File: config.mk
export PLATFORM = sky130hd
export DESIGN_NAME = set_membership_table
export DESIGN_NICKNAME = d
export VERILOG_FILES = /design/src/hw/rtl/smt_pkg.sv /design/src/hw/rtl/smt_cell.sv /design/src/hw/rtl/smt_ctrl.sv /design/src/hw/rtl/set_membership_table.sv
export SDC_FILE = /design/constraint.sdc
export NUM_CORES = 2
export LEC_CHECK = 0
export BUFFER_PORTS_ARGS = -buffer_cell sky130_fd_sc_hd__buf_2
export CAP_MARGIN = 5
export CORE_MARGIN = 8
export CORE_UTILIZATION = 65
export DETAILED_ROUTE_END_ITERATION = 10
export GPL_ROUTABILITY_DRIVEN = 0
export PLACE_DENSITY = 0.88
export SLEW_MARGIN = 20
export SYNTH_ARGS = -nofsm -noshare
export SYNTH_HDL_FRONTEND = slang
export SYNTH_SLANG_ARGS = --single-unit
File: constraint.sdc
create_clock -name clk -period 10.5 [get_ports clk]
set_input_delay 2.1 -clock clk [delete_from_list [all_inputs] [get_ports clk]]
set_output_delay 2.1 -clock clk [all_outputs]
set_load 0.02 [all_outputs]
File: src/hw/rtl/smt_pkg.sv
// Shared types and constants for the set membership table.
package smt_pkg;

    // Default table size
    localparam int CAPACITY = 64;

    localparam int KEY_W = 32;
    localparam int CMD_W = 2;

    // Command codes
    localparam logic [CMD_W-1:0] CMD_INSERT = 2'd0;
    localparam logic [CMD_W-1:0] CMD_ERASE  = 2'd1;
    localparam logic [CMD_W-1:0] CMD_QUERY  = 2'd2;
    localparam logic [CMD_W-1:0] CMD_UNUSED = 2'd3;

    // Probe token handed from cell to cell during a scan
    typedef struct packed {
        logic active;     // token is at this point of the chain
        logic hit;        // an earlier cell holds the key
        logic free_seen;  // an earlier cell is free
    } probe_t;

    // Update broadcast to every cell at the end of a scan
    typedef struct packed {
        logic insert_en;  // the marked free cell takes the key
        logic erase_en;   // the marked matching cell is cleared
    } commit_t;

endpackage

File: src/hw/rtl/smt_cell.sv
// One table entry: stored key, valid bit and the marks left by the passing probe.
module smt_cell (
    input  logic                        clk,
    input  logic                        rst_n,
    input  smt_pkg::probe_t             probe_in,
    output smt_pkg::probe_t             probe_out,
    input  logic [smt_pkg::KEY_W-1:0]   key,
    input  smt_pkg::commit_t            commit
);

    logic [smt_pkg::KEY_W-1:0] value_reg;
    logic                      valid_reg;
    logic                      mark_hit_reg;
    logic                      mark_free_reg;
    smt_pkg::probe_t           probe_reg;
    logic                      match;

    // Local compare against the broadcast key
    assign match = valid_reg && (value_reg == key);

    // Probe stage and marks: this cell is the first free one or the matching one
    always_ff @(posedge clk or negedge rst_n)
    begin
        if (!rst_n)
        begin
            probe_reg     <= '0;
            mark_hit_reg  <= 1'b0;
            mark_free_reg <= 1'b0;
        end
        else
        begin
            probe_reg.active <= probe_in.active;
            if (probe_in.active)
            begin
                probe_reg.hit       <= probe_in.hit | match;
                probe_reg.free_seen <= probe_in.free_seen | ~valid_reg;
                mark_hit_reg        <= match;
                mark_free_reg       <= ~valid_reg & ~probe_in.free_seen;
            end
        end
    end

    assign probe_out = probe_reg;

    // Entry update at commit
    always_ff @(posedge clk or negedge rst_n)
    begin
        if (!rst_n)
        begin
            valid_reg <= 1'b0;
        end
        else if (commit.insert_en && mark_free_reg)
        begin
            valid_reg <= 1'b1;
        end
        else if (commit.erase_en && mark_hit_reg)
        begin
            valid_reg <= 1'b0;
        end
    end

    // Stored key; ignored while invalid
    always_ff @(posedge clk)
    begin
        if (commit.insert_en && mark_free_reg)
        begin
            value_reg <= key;
        end
    end

endmodule

File: src/hw/rtl/smt_ctrl.sv
// Sequencer: takes an item, launches the probe, commits the update and holds the result.
module smt_ctrl (
    input  logic                        clk,
    input  logic                        rst_n,
    input  logic                        in_valid,
    output logic                        in_ready,
    input  logic [smt_pkg::CMD_W-1:0]   command,
    input  logic signed [smt_pkg::KEY_W-1:0] value,
    output logic [smt_pkg::KEY_W-1:0]   key,
    output smt_pkg::probe_t             launch,
    input  smt_pkg::probe_t             tail,
    output smt_pkg::commit_t            commit,
    output logic                        out_valid,
    input  logic                        out_ready,
    output logic                        found,
    output logic                        overflow
);

    typedef enum logic [1:0] {
        ST_IDLE,
        ST_SCAN,
        ST_COMMIT
    } state_t;

    state_t                      state_reg, state_next;
    logic [smt_pkg::CMD_W-1:0]   cmd_reg, cmd_next;
    logic [smt_pkg::KEY_W-1:0]   key_reg, key_next;
    logic                        launch_reg, launch_next;
    logic                        hit_reg, hit_next;
    logic                        free_reg, free_next;
    logic                        out_valid_reg, out_valid_next;
    logic                        found_reg, found_next;
    logic                        overflow_reg, overflow_next;
    logic                        commit_go;
    logic                        is_insert;
    logic                        is_erase;

    assign in_ready  = (state_reg == ST_IDLE);
    assign is_insert = (cmd_reg == smt_pkg::CMD_INSERT);
    assign is_erase  = (cmd_reg == smt_pkg::CMD_ERASE);

    // Commit once the output slot is free
    assign commit_go        = (state_reg == ST_COMMIT) && (!out_valid_reg || out_ready);
    assign commit.insert_en = commit_go && is_insert && !hit_reg && free_reg;
    assign commit.erase_en  = commit_go && is_erase && hit_reg;

    // Next-state logic
    always_comb
    begin
        state_next     = state_reg;
        cmd_next       = cmd_reg;
        key_next       = key_reg;
        launch_next    = 1'b0;
        hit_next       = hit_reg;
        free_next      = free_reg;
        out_valid_next = out_valid_reg && !out_ready;
        found_next     = found_reg;
        overflow_next  = overflow_reg;

        unique case (state_reg)
            ST_IDLE:
            begin
                if (in_valid)
                begin
                    cmd_next    = command;
                    key_next    = value;
                    launch_next = 1'b1;
                    state_next  = ST_SCAN;
                end
            end
            ST_SCAN:
            begin
                // Summary arrives at the end of the chain
                if (tail.active)
                begin
                    hit_next   = tail.hit;
                    free_next  = tail.free_seen;
                    state_next = ST_COMMIT;
                end
            end
            ST_COMMIT:
            begin
                if (commit_go)
                begin
                    out_valid_next = 1'b1;
                    found_next     = (cmd_reg != smt_pkg::CMD_UNUSED) && hit_reg;
                    overflow_next  = is_insert && !hit_reg && !free_reg;
                    state_next     = ST_IDLE;
                end
            end
            default:
            begin
                state_next = ST_IDLE;
            end
        endcase
    end

    always_ff @(posedge clk or negedge rst_n)
    begin
        if (!rst_n)
        begin
            state_reg     <= ST_IDLE;
            cmd_reg       <= smt_pkg::CMD_QUERY;
            key_reg       <= '0;
            launch_reg    <= 1'b0;
            hit_reg       <= 1'b0;
            free_reg      <= 1'b0;
            out_valid_reg <= 1'b0;
            found_reg     <= 1'b0;
            overflow_reg  <= 1'b0;
        end
        else
        begin
            state_reg     <= state_next;
            cmd_reg       <= cmd_next;
            key_reg       <= key_next;
            launch_reg    <= launch_next;
            hit_reg       <= hit_next;
            free_reg      <= free_next;
            out_valid_reg <= out_valid_next;
            found_reg     <= found_next;
            overflow_reg  <= overflow_next;
        end
    end

    assign key              = key_reg;
    assign launch.active    = launch_reg;
    assign launch.hit       = 1'b0;
    assign launch.free_seen = 1'b0;
    assign out_valid        = out_valid_reg;
    assign found            = found_reg;
    assign overflow         = overflow_reg;

endmodule

File: src/hw/rtl/set_membership_table.sv
// Top level of the set membership table: sequencer and chain of entry cells.
//
// Holds up to CAPACITY distinct 32-bit signed keys. Each item (insert, erase or
// query) gives one result: found says the key was present before the item, and
// overflow flags an insert dropped because every entry was in use. A probe token
// walks the chain of cells one cell per clock, each cell comparing its entry with
// the key and marking itself as the match or as the first free entry; the
// sequencer then takes the summary from the end of the chain and, in its commit
// state, applies the update and registers the result. A new item is taken only
// while the sequencer is idle, so items do not overlap in the chain. A waiting
// result holds back the commit of the following item. The table is empty after
// reset, with no clearing pass.
module set_membership_table #(
    parameter int CAPACITY = smt_pkg::CAPACITY
) (
    input  logic                             clk,
    input  logic                             rst_n,
    input  logic                             in_valid,
    output logic                             in_ready,
    input  logic [smt_pkg::CMD_W-1:0]        command,
    input  logic signed [smt_pkg::KEY_W-1:0] value,
    output logic                             out_valid,
    input  logic                             out_ready,
    output logic                             found,
    output logic                             overflow
);

    smt_pkg::probe_t           chain [0:CAPACITY];
    smt_pkg::commit_t          commit;
    logic [smt_pkg::KEY_W-1:0] key;

    // Sequencer
    smt_ctrl u_ctrl (
        .clk       (clk),
        .rst_n     (rst_n),
        .in_valid  (in_valid),
        .in_ready  (in_ready),
        .command   (command),
        .value     (value),
        .key       (key),
        .launch    (chain[0]),
        .tail      (chain[CAPACITY]),
        .commit    (commit),
        .out_valid (out_valid),
        .out_ready (out_ready),
        .found     (found),
        .overflow  (overflow)
    );

    // Row of entry cells
    for (genvar i = 0; i < CAPACITY; i++)
    begin : g_cell
        smt_cell u_cell (
            .clk       (clk),
            .rst_n     (rst_n),
            .probe_in  (chain[i]),
            .probe_out (chain[i+1]),
            .key       (key),
            .commit    (commit)
        );
    end

endmodule

==> results.toml <==
[cells_and_area]
nets = 6574
largest_reg_flops = 2048
drive_gt1_share_pct = 10.2
multi_input_area_mm2 = 0.0270
regArea_mm2 = 0.0722
area.growth.synth_to_final_pct = 10.3
fin_area_mm2 = 0.112
fin_cells = 8779
fillCellCount = 8158

[grt]
overflow = 0
antenna_found_initial = 4
grt_max_degree = 141
track_usage_pct = 28.1
grt_pass1_vias = 57111
grt_first_pass_wirelength_mm = 359

[logic_synthesis]
async_reset_ff_share_pct = 17.2
ys_seq_elements = 2472
synth_ff_type = "edfxtp_1"
synth_area_leaders = "edfxtp_1, xor2_1, dfrtp_1, xnor2_1, nor4_1"
synth_cell_types = 35
synth-edff-count = 2048
synth.most_common_cell = "edfxtp_1"
syn_inst = 6365
syn_nets = 6403
synth_area_mm2 = 0.101
synth_commonest_cells = "edfxtp_1, xor2_1, xnor2_1"
avgSynthCellArea_um2 = 15.9
synth_top_area_share_pct = 60.8
yosys.area.top_type = "edfxtp_1"
yosys_warnings = 0
ys_seq_area_share_pct = 71.3

[routing]
dr.pass1.iters = 6
drc = 0
num_vias = 55706
drt-total-wl_mm = 241
wire_per_inst_um = 27.4
ant_nets = 0
viasPerCell = 6.35
drtIter0Drc = 6994

[timing]
finalCritPeriodShare_pct = 44.2
whs_ns = 0.488
hold_viol = 0
final.setup_skew_ns = 0.0298
slew_headroom_pct = 28.4
rsz0062_at_grt = "no"
drv_slew = 0
final.min_clock_period_ns = 4.64
finalSetupViolCount = 0
clock.fmax_mhz = 216
finalSetupTns_ns = 0
tightest_slew_ns = 1.07

[cts]
cts.sinks = 2472
cts_tree = "yes"
cts-buffers-inserted = 220
htree_levels = 4
clockBufferDepth = 3
hold_buffers = 0
postCtsResizedCells = 0
clockRootBuffer = "clkbuf_16"
postCtsSetupBuffers = 0
clkLatencyLatePin_ns = 0.85
clkTransAtPathRegs_ns = 0.06

[hold_path]
whs_path_depth = 1
min_path_type = "reg -> reg"

[floorplanning]
die_y_um = 410
die_x_um = 410
dieArea_mm2 = 0.168
core_area_mm2 = 0.154
initial_core_util_pct = 65.6
ioPinCount = 42
rows = 144

[power]
swShare_pct = 25.2
combPwrFrac_pct = 10.9
powerDensity_mw_per_mm2 = 200
intPower_uw = 16700
switchingPower_uw = 5620
p_clk_share_pct = 38.2
irDropWorstVdd_mv = 0.183
fin_total_pwr_uw = 22300
leakage_uw = 0.0404
p_seq_share_pct = 50.9

[critical_path]
start_kind = "input pin"
worstPathMaxFanout = 40
cp-end-kind = "flip-flop"
rr_worst_depth = 7
setup.worst_path.class = "in -> reg"
arrival_ns = 5.16
required_ns = 11.02

[placement]
placement.io_buffers = 41
post-dp-hpwl_mm = 116
placed_cell_area_mm2 = 0.104
dp_cells = 8358

[job]
maxCapViolCount = 0

[status]
run_status = "finished clean"
-- through the flow --
stage	util, %	setup slack, ns
6_report	72.3	5.86
5_1_grt	72.3	5.81
4_1_cts	72.3	6.05
3_5_place_dp	67.3	5.20
3_3_place_gp	67.3	5.30
2_1_floorplan	-	5.26
-- kinds of logic (layout without fill, tap and decap cells) --
group,Yosys count,count (layout),synth area share (%)
other cells,0,1,0
xor+xnor,2040,2040,17.7
buf+inv,379,748,1.95
simple gates,1072,1072,5.91
compound gates,242,242,1.45
flops,2472,2472,71.3
mux,160,160,1.70
-- metal layers --
metal | up-vias | global-route usage, % | share of wire (%)
li1 | 23243 | - | -
met1 | 28139 | 37.7 | 37
met2 | 3608 | 46.5 | 48
met3 | 716 | 4.77 | 11
met4 | 0 | 11.0 | 4.1
met5 | - | 0 | 0
-- worst max-delay path: stages --
cell      delay, ns
buf_2          0.08
nand2b_1       0.14
nand2b_1       0.27
nor2_4         0.19
buf_4          0.46
buf_4          0.76
and2_1         0.69
buf_4          0.37
-- layout by cell type (no fill, tap or decap), types with 3 or more instances in the layout --
master,n
clkbuf_1,55
o2111ai_1,3
o21ai_2,5
inv_6,6
nand4_1,157
a21o_1,65
nor4_1,356
xor2_1,1575
buf_12,9
o21ai_0,75
a21oi_1,3
a31oi_1,33
nand2_1,140
dfrtp_4,32
nand2b_1,3
clkinvlp_4,11
a211o_1,3
nor3_1,67
mux2_2,95
inv_1,135
mux2i_1,65
clkbuf_16,233
o21ai_1,52
and2_1,63
bufinv_16,27
nor2_1,98
buf_4,143
nand3_1,124
or4_4,5
xnor2_1,465
or4_1,53
clkinv_1,14
edfxtp_1,2048
dfrtp_1,391
buf_2,40
clkinv_2,35
clkbuf_8,33
-- power groups by stage --
stage,sequential (uW),clock [uW],combinational (uW)
floorplan,11400,0,1510
global placement,11500,0,2200
detailed placement,11500,0,2320
CTS,11300,8550,2400
global route,11300,8910,2540
finish,11300,8520,2430
-- worst paths after layout --
path,start,to,slack [ns]
max,out_ready,g_cell[51].u_cell.value_reg[27]$_DFFE_PP_,5.86
min,u_ctrl.overflow$_DFFE_PN0P_,u_ctrl.overflow$_DFFE_PN0P_,0.49
min in group asynchronous,rst_n,g_cell[3].u_cell.probe_out[2]$_DFF_PN0_,1.21
max reg2reg,u_ctrl.key[11]$_DFFE_PN0P_,g_cell[0].u_cell.mark_hit_reg$_DFFE_PN0P_,6.54
min reg2reg,u_ctrl.overflow$_DFFE_PN0P_,u_ctrl.overflow$_DFFE_PN0P_,0.49
max in group asynchronous,rst_n,g_cell[50].u_cell.probe_out[2]$_DFF_PN0_,7.23
-- final cells by class --
| type | instances | share of cell area, % |
|---|---|---|
| Antenna cell | 1 | 0.00224 |
| Clock buffer | 321 | 5.82 |
| Clock inverter | 99 | 1.11 |
| Inverter | 135 | 0.454 |
| Multi-Input combinational cell | 3514 | 24.2 |
| Sequential cell | 2472 | 64.8 |
| Tap cell | 2044 | 2.29 |
| Timing Repair Buffer | 193 | 1.32 |
(Power assumes the default switching activity.)
